===== config.mk =====
export PLATFORM = sky130hd
export DESIGN_NAME = thread_ready_queue_scheduler_top
export DESIGN_NICKNAME = d
export VERILOG_FILES = /design/src/design/trqs_pkg.sv /design/src/design/trqs_cell.sv /design/src/design/thread_ready_queue_scheduler_top.sv
export SDC_FILE = /design/constraint.sdc
export NUM_CORES = 1
export LEC_CHECK = 0
export ABC_AREA = 1
export BUFFER_PORTS_ARGS = -buffer_cell sky130_fd_sc_hd__buf_2
export CORE_MARGIN = 5
export CORE_UTILIZATION = 55
export CTS_CLUSTER_SIZE = 14
export DETAILED_ROUTE_END_ITERATION = 7
export GPL_TIMING_DRIVEN = 0
export PLACE_DENSITY = 0.72
export SYNTH_ARGS = -nofsm -noshare
export SYNTH_HDL_FRONTEND = slang
export SYNTH_SLANG_ARGS = --single-unit

===== constraint.sdc =====
create_clock -name clk -period 2.3 [get_ports clk]
set_input_delay 0.115 -clock clk [delete_from_list [all_inputs] [get_ports clk]]
set_output_delay 0.115 -clock clk [all_outputs]
set_load 0.01 [all_outputs]

===== src/design/trqs_pkg.sv =====
package trqs_pkg;

	// Number of hardware thread ids and derived widths.
	localparam int MAX_THREADS = 16;
	localparam int TID_W       = $clog2(MAX_THREADS);
	localparam int LEN_W       = $clog2(MAX_THREADS + 1);
	localparam int OUT_TID_W   = 6;
	localparam int COUNT_W     = 7;
	localparam int STATUS_W    = 3;

	typedef logic [TID_W-1:0] tid_t;

	// Request codes.
	localparam logic [1:0] REQ_CREATE = 2'd0;
	localparam logic [1:0] REQ_YIELD  = 2'd1;
	localparam logic [1:0] REQ_KILL   = 2'd2;
	localparam logic [1:0] REQ_EXIT   = 2'd3;

	// Yield kinds.
	localparam logic [1:0] YIELD_NAMED = 2'd0;
	localparam logic [1:0] YIELD_ANY   = 2'd1;
	localparam logic [1:0] YIELD_SELF  = 2'd2;

	// Status codes.
	localparam logic [STATUS_W-1:0] ST_OK      = 3'd0;
	localparam logic [STATUS_W-1:0] ST_INVALID = 3'd1;
	localparam logic [STATUS_W-1:0] ST_NONE    = 3'd2;
	localparam logic [STATUS_W-1:0] ST_NOMORE  = 3'd3;
	localparam logic [STATUS_W-1:0] ST_ALLEXIT = 3'd4;

	// Commands broadcast to the queue cells.
	localparam logic [2:0] CELL_IDLE         = 3'd0;
	localparam logic [2:0] CELL_CLEAR        = 3'd1;
	localparam logic [2:0] CELL_MARK         = 3'd2;
	localparam logic [2:0] CELL_APPEND       = 3'd3;
	localparam logic [2:0] CELL_ROTATE       = 3'd4;
	localparam logic [2:0] CELL_SHIFT_ALL    = 3'd5;
	localparam logic [2:0] CELL_SHIFT_MARKED = 3'd6;
	localparam logic [2:0] CELL_PROMOTE      = 3'd7;

	typedef struct packed {
		logic [1:0] req_type;
		logic [1:0] yield_kind;
		logic [5:0] target_tid;
	} req_t;

	typedef struct packed {
		logic [STATUS_W-1:0]  status;
		logic [OUT_TID_W-1:0] result_tid;
		logic [OUT_TID_W-1:0] running_tid;
		logic [COUNT_W-1:0]   live_count;
	} rsp_t;

	typedef struct packed {
		logic [2:0] op;
		logic       first;
		logic       tail;
		logic       append;
	} cell_ctl_t;

endpackage


===== src/design/trqs_cell.sv =====
module trqs_cell (
	input  logic                clk,
	input  logic                arst_n,
	input  trqs_pkg::cell_ctl_t ctl,
	input  trqs_pkg::tid_t      load_id,
	input  trqs_pkg::tid_t      head_id,
	input  trqs_pkg::tid_t      next_id,
	input  logic                prev_mark,
	output trqs_pkg::tid_t      id,
	output logic                mark
);

	trqs_pkg::tid_t id_q;
	logic           mark_q;

	// One queue slot. The mark says the target id sits at this slot or an
	// earlier one; it ripples down the row by one slot per cycle.
	always_ff @(posedge clk or negedge arst_n) begin
		if (!arst_n) begin
			id_q   <= '0;
			mark_q <= 1'b0;
		end else begin
			unique case (ctl.op)
				trqs_pkg::CELL_IDLE: begin
					id_q <= id_q;
				end
				trqs_pkg::CELL_CLEAR: begin
					mark_q <= 1'b0;
				end
				trqs_pkg::CELL_MARK: begin
					mark_q <= prev_mark | (id_q == load_id);
				end
				trqs_pkg::CELL_APPEND: begin
					if (ctl.append) begin
						id_q <= load_id;
					end
				end
				trqs_pkg::CELL_ROTATE: begin
					if (ctl.tail) begin
						id_q <= head_id;
					end else begin
						id_q <= next_id;
					end
				end
				trqs_pkg::CELL_SHIFT_ALL: begin
					id_q <= next_id;
				end
				trqs_pkg::CELL_SHIFT_MARKED: begin
					if (mark_q) begin
						id_q <= next_id;
					end
				end
				trqs_pkg::CELL_PROMOTE: begin
					if (ctl.first) begin
						id_q <= load_id;
					end else if (ctl.tail) begin
						id_q <= head_id;
					end else if (mark_q) begin
						id_q <= next_id;
					end
				end
				default: begin
					id_q <= id_q;
				end
			endcase
		end
	end

	assign id   = id_q;
	assign mark = mark_q;

endmodule


===== src/design/thread_ready_queue_scheduler_top.sv =====
// Flow: requests that change nothing go straight to the result; rotate and exit pass
// through the apply state; kill and yield to a named id clear the marks, ripple the mark
// down the cell row, then apply; create scans for the lowest free id, one id per cycle.
// Throughput: one request at a time; a new request is taken the cycle after the previous
// result is registered, even while that result waits to be taken.
// Reset: the queue holds thread 0 only, which runs; no result is pending.
module thread_ready_queue_scheduler_top (
	input  logic           clk,
	input  logic           arst_n,
	input  logic           req_valid,
	output logic           req_ready,
	input  trqs_pkg::req_t req,
	output logic           rsp_valid,
	input  logic           rsp_ready,
	output trqs_pkg::rsp_t rsp
);

	localparam logic [2:0] S_IDLE   = 3'd0;
	localparam logic [2:0] S_SCAN   = 3'd1;
	localparam logic [2:0] S_CLEAR  = 3'd2;
	localparam logic [2:0] S_MARK   = 3'd3;
	localparam logic [2:0] S_APPLY  = 3'd4;
	localparam logic [2:0] S_FINISH = 3'd5;

	localparam logic [1:0] RES_ZERO = 2'd0;
	localparam logic [1:0] RES_LID  = 2'd1;
	localparam logic [1:0] RES_HEAD = 2'd2;

	logic [2:0]                       state_q;
	logic [trqs_pkg::LEN_W-1:0]       len_q;
	logic [trqs_pkg::MAX_THREADS-1:0] live_q;
	trqs_pkg::tid_t                   cnt_q;
	logic                             rsp_valid_q;
	trqs_pkg::rsp_t                   rsp_q;

	logic [2:0]                       op_q;
	trqs_pkg::tid_t                   lid_q;
	logic [trqs_pkg::STATUS_W-1:0]    status_q;
	logic [1:0]                       res_sel_q;

	trqs_pkg::tid_t                   cell_id   [trqs_pkg::MAX_THREADS];
	logic [trqs_pkg::MAX_THREADS-1:0] cell_mark;
	trqs_pkg::cell_ctl_t              cell_ctl  [trqs_pkg::MAX_THREADS];
	logic [2:0]                       cell_op;

	logic [2:0]                       dec_state;
	logic [trqs_pkg::STATUS_W-1:0]    dec_status;
	logic [1:0]                       dec_res;
	logic [2:0]                       dec_op;

	trqs_pkg::tid_t                   head;
	trqs_pkg::tid_t                   tgt_idx;
	logic                             tgt_in_range;
	logic                             tgt_live;
	logic                             tgt_is_head;
	logic                             len_one;
	logic                             accept;
	logic                             out_free;
	trqs_pkg::rsp_t                   rsp_next;

	assign head         = cell_id[0];
	assign tgt_idx      = req.target_tid[trqs_pkg::TID_W-1:0];
	assign tgt_in_range = {1'b0, req.target_tid} < 7'(trqs_pkg::MAX_THREADS);
	assign tgt_live     = tgt_in_range && live_q[tgt_idx];
	assign tgt_is_head  = req.target_tid == trqs_pkg::OUT_TID_W'(head);
	assign len_one      = len_q < trqs_pkg::LEN_W'(2);
	assign req_ready    = state_q == S_IDLE;
	assign accept       = req_valid && req_ready;
	assign out_free     = !rsp_valid_q || rsp_ready;

	// Request decode: checks and choice of the cell sequence.
	always_comb begin
		dec_state  = S_FINISH;
		dec_status = trqs_pkg::ST_OK;
		dec_res    = RES_ZERO;
		dec_op     = trqs_pkg::CELL_IDLE;
		unique case (req.req_type)
			trqs_pkg::REQ_CREATE: begin
				if (len_q >= trqs_pkg::LEN_W'(trqs_pkg::MAX_THREADS)) begin
					dec_status = trqs_pkg::ST_NOMORE;
				end else begin
					dec_state = S_SCAN;
					dec_op    = trqs_pkg::CELL_APPEND;
					dec_res   = RES_LID;
				end
			end
			trqs_pkg::REQ_YIELD: begin
				unique case (req.yield_kind)
					trqs_pkg::YIELD_SELF: begin
						dec_res = RES_HEAD;
					end
					trqs_pkg::YIELD_ANY: begin
						if (len_one) begin
							dec_status = trqs_pkg::ST_NONE;
						end else begin
							dec_state = S_APPLY;
							dec_op    = trqs_pkg::CELL_ROTATE;
							dec_res   = RES_HEAD;
						end
					end
					trqs_pkg::YIELD_NAMED: begin
						if (!tgt_in_range) begin
							dec_status = trqs_pkg::ST_INVALID;
						end else if (tgt_is_head) begin
							dec_res = RES_HEAD;
						end else if (!tgt_live) begin
							dec_status = trqs_pkg::ST_INVALID;
						end else if (len_one) begin
							dec_status = trqs_pkg::ST_NONE;
						end else begin
							dec_state = S_CLEAR;
							dec_op    = trqs_pkg::CELL_PROMOTE;
							dec_res   = RES_HEAD;
						end
					end
					default: begin
						dec_status = trqs_pkg::ST_INVALID;
					end
				endcase
			end
			trqs_pkg::REQ_KILL: begin
				if (req.target_tid == '0 || !tgt_in_range || tgt_is_head || !tgt_live) begin
					dec_status = trqs_pkg::ST_INVALID;
				end else begin
					dec_state = S_CLEAR;
					dec_op    = trqs_pkg::CELL_SHIFT_MARKED;
					dec_res   = RES_LID;
				end
			end
			trqs_pkg::REQ_EXIT: begin
				dec_res = RES_HEAD;
				if (len_one) begin
					dec_status = trqs_pkg::ST_ALLEXIT;
				end else begin
					dec_state = S_APPLY;
					dec_op    = trqs_pkg::CELL_SHIFT_ALL;
				end
			end
			default: begin
				dec_status = trqs_pkg::ST_INVALID;
			end
		endcase
	end

	// Sequencer, queue length, live map and output valid.
	always_ff @(posedge clk or negedge arst_n) begin
		if (!arst_n) begin
			state_q     <= S_IDLE;
			len_q       <= trqs_pkg::LEN_W'(1);
			live_q      <= trqs_pkg::MAX_THREADS'(1);
			cnt_q       <= '0;
			rsp_valid_q <= 1'b0;
		end else begin
			unique case (state_q)
				S_IDLE: begin
					cnt_q <= '0;
					if (req_valid) begin
						state_q <= dec_state;
					end
				end
				S_SCAN: begin
					if (!live_q[cnt_q]) begin
						state_q <= S_APPLY;
					end else begin
						cnt_q <= cnt_q + 1'b1;
					end
				end
				S_CLEAR: begin
					cnt_q   <= '0;
					state_q <= S_MARK;
				end
				S_MARK: begin
					if (cnt_q == trqs_pkg::TID_W'(trqs_pkg::MAX_THREADS - 1)) begin
						state_q <= S_APPLY;
					end else begin
						cnt_q <= cnt_q + 1'b1;
					end
				end
				S_APPLY: begin
					state_q <= S_FINISH;
					case (op_q)
						trqs_pkg::CELL_APPEND: begin
							len_q         <= len_q + 1'b1;
							live_q[lid_q] <= 1'b1;
						end
						trqs_pkg::CELL_SHIFT_MARKED: begin
							len_q         <= len_q - 1'b1;
							live_q[lid_q] <= 1'b0;
						end
						trqs_pkg::CELL_SHIFT_ALL: begin
							len_q        <= len_q - 1'b1;
							live_q[head] <= 1'b0;
						end
						default: begin
							len_q <= len_q;
						end
					endcase
				end
				S_FINISH: begin
					if (out_free) begin
						state_q <= S_IDLE;
					end
				end
				default: begin
					state_q <= S_IDLE;
				end
			endcase

			if (state_q == S_FINISH && out_free) begin
				rsp_valid_q <= 1'b1;
			end else if (rsp_valid_q && rsp_ready) begin
				rsp_valid_q <= 1'b0;
			end
		end
	end

	// Request payload and result register.
	always_ff @(posedge clk) begin
		if (accept) begin
			op_q      <= dec_op;
			lid_q     <= tgt_idx;
			status_q  <= dec_status;
			res_sel_q <= dec_res;
		end
		if (state_q == S_SCAN && !live_q[cnt_q]) begin
			lid_q <= cnt_q;
		end
		if (state_q == S_FINISH && out_free) begin
			rsp_q <= rsp_next;
		end
	end

	// Result assembly from the state after the request.
	always_comb begin
		rsp_next.status      = status_q;
		rsp_next.running_tid = trqs_pkg::OUT_TID_W'(head);
		rsp_next.live_count  = trqs_pkg::COUNT_W'(len_q);
		case (res_sel_q)
			RES_LID:  rsp_next.result_tid = trqs_pkg::OUT_TID_W'(lid_q);
			RES_HEAD: rsp_next.result_tid = trqs_pkg::OUT_TID_W'(head);
			default:  rsp_next.result_tid = '0;
		endcase
	end

	assign rsp_valid = rsp_valid_q;
	assign rsp       = rsp_q;

	// Command broadcast to the cell row.
	always_comb begin
		unique case (state_q)
			S_CLEAR: cell_op = trqs_pkg::CELL_CLEAR;
			S_MARK:  cell_op = trqs_pkg::CELL_MARK;
			S_APPLY: cell_op = op_q;
			default: cell_op = trqs_pkg::CELL_IDLE;
		endcase
	end

	// Row of queue cells, position 0 is the running thread.
	for (genvar i = 0; i < trqs_pkg::MAX_THREADS; i++) begin : g_cell
		trqs_pkg::tid_t next_id;
		logic           prev_mark;

		if (i == trqs_pkg::MAX_THREADS - 1) begin : g_last
			assign next_id = '0;
		end else begin : g_mid
			assign next_id = cell_id[i + 1];
		end

		if (i == 0) begin : g_first
			assign prev_mark = 1'b0;
		end else begin : g_rest
			assign prev_mark = cell_mark[i - 1];
		end

		assign cell_ctl[i].op     = cell_op;
		assign cell_ctl[i].first  = (i == 0);
		assign cell_ctl[i].tail   = len_q == trqs_pkg::LEN_W'(i + 1);
		assign cell_ctl[i].append = len_q == trqs_pkg::LEN_W'(i);

		trqs_cell u_cell (
			.clk       (clk),
			.arst_n    (arst_n),
			.ctl       (cell_ctl[i]),
			.load_id   (lid_q),
			.head_id   (head),
			.next_id   (next_id),
			.prev_mark (prev_mark),
			.id        (cell_id[i]),
			.mark      (cell_mark[i])
		);
	end

	// Every queued thread is live and every live thread is queued.
	assert property (@(posedge clk) disable iff (!arst_n)
		$countones(live_q) == int'(len_q))
		else $error("live map and queue length disagree");

	// A result beat that waits keeps its payload.
	assert property (@(posedge clk) disable iff (!arst_n)
		rsp_valid && !rsp_ready |=> rsp_valid && $stable(rsp))
		else $error("result beat changed while waiting");

	// The running thread is always live.
	assert property (@(posedge clk) disable iff (!arst_n) live_q[head])
		else $error("running thread is not live");

	// A taken request closes the request channel until it is done.
	assert property (@(posedge clk) disable iff (!arst_n) accept |=> !req_ready)
		else $error("request channel still open after accept");

endmodule

* Yosys cells after proc, flatten, opt, wreduce, memory -nomap -nowiden
Cells that the tools add are included.
** Cells by class
- Equality and inequality tests :: 80
- $mul :: 0
- Bitwise logic cells :: 20
- $add $sub $neg :: 3
- Order comparisons :: 9
- Reduce and logical (&&, ||, !) cells :: 49
- Shifts and indexed selects :: 0
- Mux-type cells :: 155
- Divide/modulo/power cells :: 0
** Operators with widths (number)
- $pmux W4 S5 :: 16
- $mux W4 :: 67
- $eq A4 B4 Y1 :: 16
- $mux W3 :: 21
- $pmux W16 S3 :: 1
- $ne A2 B2 Y1 const B :: 22
- $eq A5 B4 Y1 const B :: 8
- $pmux W3 S4 :: 3
- $reduce_and A2 Y1 :: 17
- $and A16 B16 Y16 :: 2
- $not A16 Y16 :: 2
- $pmux W1 S2 :: 16
- $eq A3 B3 Y1 const B :: 8
- $eq A5 B3 Y1 const B :: 4
- $lt A4 B5 Y1 const B :: 4
- $pmux W3 S3 :: 2
- $pmux W3 S6 :: 1
- $or A16 B16 Y16 :: 1
- $eq A3 B2 Y1 const B :: 5
- $or A1 B1 Y1 :: 15
- $mux W2 :: 7
- $pmux W3 S2 :: 2
- $pmux W4 S3 :: 1
- $eq A5 B2 Y1 const B :: 2
- other kinds (35) :: 73
** Storage, ports and cells
- Bits in latches :: 0
- Register bits :: 139
- Bits in read-only memories :: 0
- Memories kept :: 0
- RAM bits :: 0
- Logic and storage cells :: 361

* Longest topological paths before layout
- Word-level depth :: 10
- Mapped depth :: 15
- Depth with buffers taken out :: 15

* Hierarchy
Synthesis repeated with hierarchy kept, for this count alone.
** Unflattened totals
- Cell total of the unflattened synthesis :: 2353
- Area, all modules :: 13516.7 um2
** By module, submodules not included
- trqs_cell :: times used 16, area each 611.8 um2, sequential area each 125.1 um2, cells each 116
- thread_ready_queue_scheduler_top :: times used 1, area each 3727.3 um2, sequential area each 1569.0 um2, cells each 497

* Worst setup path after synthesis
No wires, ideal clock.
- Path kind :: reg2reg
- Start point :: register len_q[1] (netlist name)
- End point :: register g_cell[8].u_cell.id_q[2]
- Arrival time :: 1834 ps
- Buffers on the path :: 0
- Cell stages (with the launch flop) :: 9
- Required time :: 2169 ps
- Setup slack :: 335 ps
- Period minus slack after synthesis :: 1965 ps
- Cells stage by stage :: dfrtp_1 > inv_1 > ha_1 > nand2_1 > nor2_1 > inv_1 > a21oi_1 > o21ai_0 > or3_1
** On the way
- Cells in the longest elaborated chain, start to end :: 3
** RTL lines
- start: declaration :: line thread_ready_queue_scheduler_top.sv:30 : logic [trqs_pkg::LEN_W-1:0] len_q;
- start signal: assignment :: line thread_ready_queue_scheduler_top.sv:149 : len_q <= trqs_pkg::LEN_W'(1);
- start signal: assignment :: line thread_ready_queue_scheduler_top.sv:183 : len_q <= len_q + 1'b1;
- start signal: assignment :: line thread_ready_queue_scheduler_top.sv:187 : len_q <= len_q - 1'b1;
- $eq A5 B4 Y1 (on tied branches) :: line thread_ready_queue_scheduler_top.sv:277, thread_ready_queue_scheduler_top.sv:278
- $mux W4 (tied with other cells) :: line trqs_cell.sv:56 : end else if (ctl.tail) begin
- $pmux W4 S5 / $reduce_and A2 Y1 (equally long branches)
- end signal: assignment :: line trqs_cell.sv:25 : id_q <= id_q;
- end signal: assignment :: line trqs_cell.sv:55 : id_q <= load_id;
- end signal: assignment :: line trqs_cell.sv:57 : id_q <= head_id;
- end: declaration :: line trqs_cell.sv:13 : trqs_pkg::tid_t id_q;
Parallel ways exist; a longest one is shown, timed or not.
A chain may end at the register's enable or synchronous reset.

* Worst setup path in the final report
- Start point :: register len_q[0] (netlist name)
- End point :: register g_cell[10].u_cell.id_q[2]
** On the way
- Cells in the longest elaborated chain, start to end :: 3
** RTL lines (line)
- $eq A5 B4 Y1 (on tied branches) :: thread_ready_queue_scheduler_top.sv:277, thread_ready_queue_scheduler_top.sv:278
- $mux W4 (tied with other cells) :: trqs_cell.sv:56
- $pmux W4 S5 / $reduce_and A2 Y1 (equally long branches)
- end signal: assignment :: trqs_cell.sv:25
- end signal: assignment :: trqs_cell.sv:55
- end signal: assignment :: trqs_cell.sv:57
- end: declaration :: trqs_cell.sv:13
Parallel ways exist; a longest one is shown, timed or not.

==> impl_metrics.env <==
export IMPL_violations="negative setup slack"
export IMPL_ys_warn_count=0
export IMPL_synthCells=1340
export IMPL_final_core_util=0.642
export IMPL_status="complete, but fails checks"
export IMPL_syn_area_per_cell_sq_um=7.16
export IMPL_path_cells="ha_1 > inv_1 > nor2_1 > inv_1 > nor2_2 > inv_1 > a21oi_2 > nor2_1 > or3_1"
export IMPL_synth_seq_cells=137
export IMPL_diodes=0
export IMPL_vdd_drop_max_mv=0.702
export IMPL_yosys_top_cells_area="dfrtp_1, nand2_1, edfxtp_1"
export IMPL_synth_edf_count=28
export IMPL_worst_ep_required_time_ns=2.62
export IMPL_core_area_sq_um=17200
export IMPL_dieArea_sq_um=20200
export IMPL_synthTopCellsByCount="nand2_1, inv_1, o21ai_0"
export IMPL_slowest_stage="dfstp_2"
export IMPL_cts_sinks=137
export IMPL_leakage_nw=4.88
export IMPL_yosys_cell_count_top_type="nand2_1"
export IMPL_start_kind="flip-flop"
export IMPL_min_from="req[1]"
export IMPL_slew_viol_final=0
export IMPL_reg2reg_to="g_cell[10].u_cell.id[2]$_DFFE_PN0P_"
export IMPL_critPathCaptureType="flip-flop"
export IMPL_clock_fmax_ghz=0.435
export IMPL_rows=48
export IMPL_arrival_ns=2.62
export IMPL_cp_common_cell="inv_1"
export IMPL_cts_tree="built"
export IMPL_dp_hpwl_um=23500
export IMPL_hp_class="in -> reg"
export IMPL_drt_total_wl_um=34000
export IMPL_dp_cells=1602
export IMPL_cpPeakStageDelay_ns=0.59
export IMPL_fin_crit_sh=1.00
export IMPL_die_height_um=142
export IMPL_relSlewSlack=0.291
export IMPL_drt_initial_drc_count=1421
export IMPL_overflow=0
export IMPL_maxCapViolCount=0
export IMPL_drc=0
export IMPL_path_clk_slew_ns=0.07
export IMPL_synth_cell_area_sq_um=9600
export IMPL_grt_max_degree=72
export IMPL_grt_pass1_vias=9249
export IMPL_layout_setup_ws_ns=-0.000437
export IMPL_crit_start="len_q[0]$_DFFE_PN1P_"
export IMPL_worst_pin_slew_ns=1.06
export IMPL_fin_nets=1434
export IMPL_timing_rr_start="len_q[0]$_DFFE_PN1P_"
export IMPL_ys_flop_type="dfrtp_1"
export IMPL_synth_seq_area_share=0.372
export IMPL_yosys_area_top_type="dfrtp_1"
export IMPL_routedWlPerCell_um=20.6
export IMPL_r2r_slack_ns=-0.0004
export IMPL_hold_depth=3
export IMPL_rsz0062_at_grt="yes"
export IMPL_reg2reg_depth=9
export IMPL_setup_violations_final=1
export IMPL_grt_antenna_before_repair=0
export IMPL_place_gp_congestion=0.999
export IMPL_via_count=10070
export IMPL_drive_gt1_frac=0.128
export IMPL_clk_latency_ns=0.44
export IMPL_io_buffers=31
export IMPL_instances_no_fill=1649
export IMPL_final_antenna_net_count=0
export IMPL_dr_pass1_iters=8
export IMPL_numCtsBuffers=17
export IMPL_yosysTopAreaCellShare=0.279
export IMPL_skew_ns=0.00936
export IMPL_initial_core_util=0.557
export IMPL_ios=38
export IMPL_die_x_um=142
export IMPL_cts_root_buf="clkbuf_16"
export IMPL_grt_pass1_wl_um=51700
export IMPL_grt_total_usage=0.335
export IMPL_syn2layout_area_growth_pct=15.3
export IMPL_postSynth_asyncResetShare=0.796
export IMPL_post_drt_via_cell_ratio=6.11
export IMPL_hold_viol_final=0
export IMPL_period_needed_ns=2.30
export IMPL_crit_path_max_fanout=6
export IMPL_place_ws_ns=-0.637
export IMPL_htreeDepth=4
export IMPL_ys_types=48
export IMPL_crit_type="reg -> reg"
export IMPL_p_per_area_nw_per_um2=1280
export IMPL_cts_max_path_buffers=2
export IMPL_min_delay_worst_endpoint="lid_q[1]$_DFFE_PP_"
-- per-stage QoR --
stage          hold WS (ns)  total power, mW  instance area, sq um    TNS, ns
3_5_place_dp         0.0488             10.6                 10100     -18.54
4_1_cts              0.0474             13.6                 10800     -0.603
6_report             0.0520             14.1                 11100  -0.000437
3_3_place_gp          0.312             10.5                 10100     -48.45
5_1_grt              0.0564             14.9                 11100     -0.297
2_1_floorplan        -0.181             8.41                  9620          0
-- sequential cells by signal, summed over array words and instances (netlist names) --
register            cells
g_cell.u_cell.id       64
g_cell.u_cell.mark     16
live_q                 16
rsp                    16
len_q                   5
cnt_q                   4
lid_q                   4
op_q                    3
state_q                 3
status_q                3
res_sel_q               2
rsp_valid               1
-- how the worst max path moves through the flow --
stage / end / slack, ns / depth (start not counted)
5_1_grt: g_cell[11].u_cell.id[2]$_DFFE_PN0P_ / -0.06 / 9
3_3_place_gp: g_cell[7].u_cell.mark$_DFFE_PN0P_ / -0.63 / 9
2_1_floorplan: g_cell[8].u_cell.id[2]$_DFFE_PN0P_ / 0.33 / 8
6_report: g_cell[10].u_cell.id[2]$_DFFE_PN0P_ / -0.0004 / 9
3_5_place_dp: g_cell[7].u_cell.mark$_DFFE_PN0P_ / -0.64 / 9
4_1_cts: g_cell[8].u_cell.id[2]$_DFFE_PN0P_ / -0.1 / 8
-- worst max-delay path: cells and delay by family (launching register included) --
kind / cells / cell delay (ns)
AOI/OAI and AO/OA: 1 / 0.24
adders and majority gates: 1 / 0.20
buffers and inverters: 3 / 0.33
DFF: 1 / 0.59
and+or+nand+nor: 4 / 0.81
-- per-layer routing --
| layer | GRT usage | up-vias | part of all wire |
|---|---|---|---|
| met3 | 0.0985 | 118 | 0.12 |
| met1 | 0.474 | 4678 | 0.42 |
| li1 | - | 4638 | - |
| met2 | 0.489 | 636 | 0.42 |
| met4 | 0.120 | 0 | 0.039 |
| met5 | 0 | - | 0 |
-- what timing repair did --
| item | in CTS | in global routing |
|---|---|---|
| hold buffers | 2 | 0 |
| endpoints found under the setup margin | 106 | 94 |
| hold endpoints to repair | 39 | 0 |
| cloned | 0 | 0 |
| setup buffers | 6 | 8 |
| pin swaps | 3 | 5 |
| resized for setup | 34 | 56 |
-- layout by cell type, fill, tap and decap left out, types with 21 or more instances in the layout --
cell type / count
o2111ai_1: 34
nor3_1: 21
buf_2: 37
edfxtp_1: 28
buf_4: 23
a21oi_1: 41
nor2_1: 58
dfrtp_1: 104
o21ai_0: 134
xor2_1: 59
nand2_1: 322
o22ai_1: 60
inv_1: 201
nand3_1: 48
-- cell type report --
type                    instances  area, sq um
plain buffers                  57          358
clock buffers                  17          425
clock inverters                15          154
fillers                      1570         6170
inverters                     209          793
multi-input cells             941         5160
flip-flops and latches        137         3570
well taps                     225          282
repair buffers                 48          314
-- kinds of logic (layout without fill, tap and decap cells) --
logic type,Yosys count,count (layout),synth area share
other,1,6,0.000391
adder cells (fa/ha/maj),9,9,0.0117
buffers and inverters,267,346,0.112
AND/OR/NAND/NOR,530,530,0.237
XOR/XNOR,59,59,0.0538
flip-flops,137,137,0.372
AO/OA/AOI/OAI,337,337,0.212
-- power by group --
| group | switching [mW] | internal (mW) |
|---|---|---|
| Clock | 1.25 | 1.53 |
| Sequential | 0.882 | 3.38 |
| Combinational | 4.94 | 2.12 |
No activity file was read; power rests on OpenSTA's default activity.
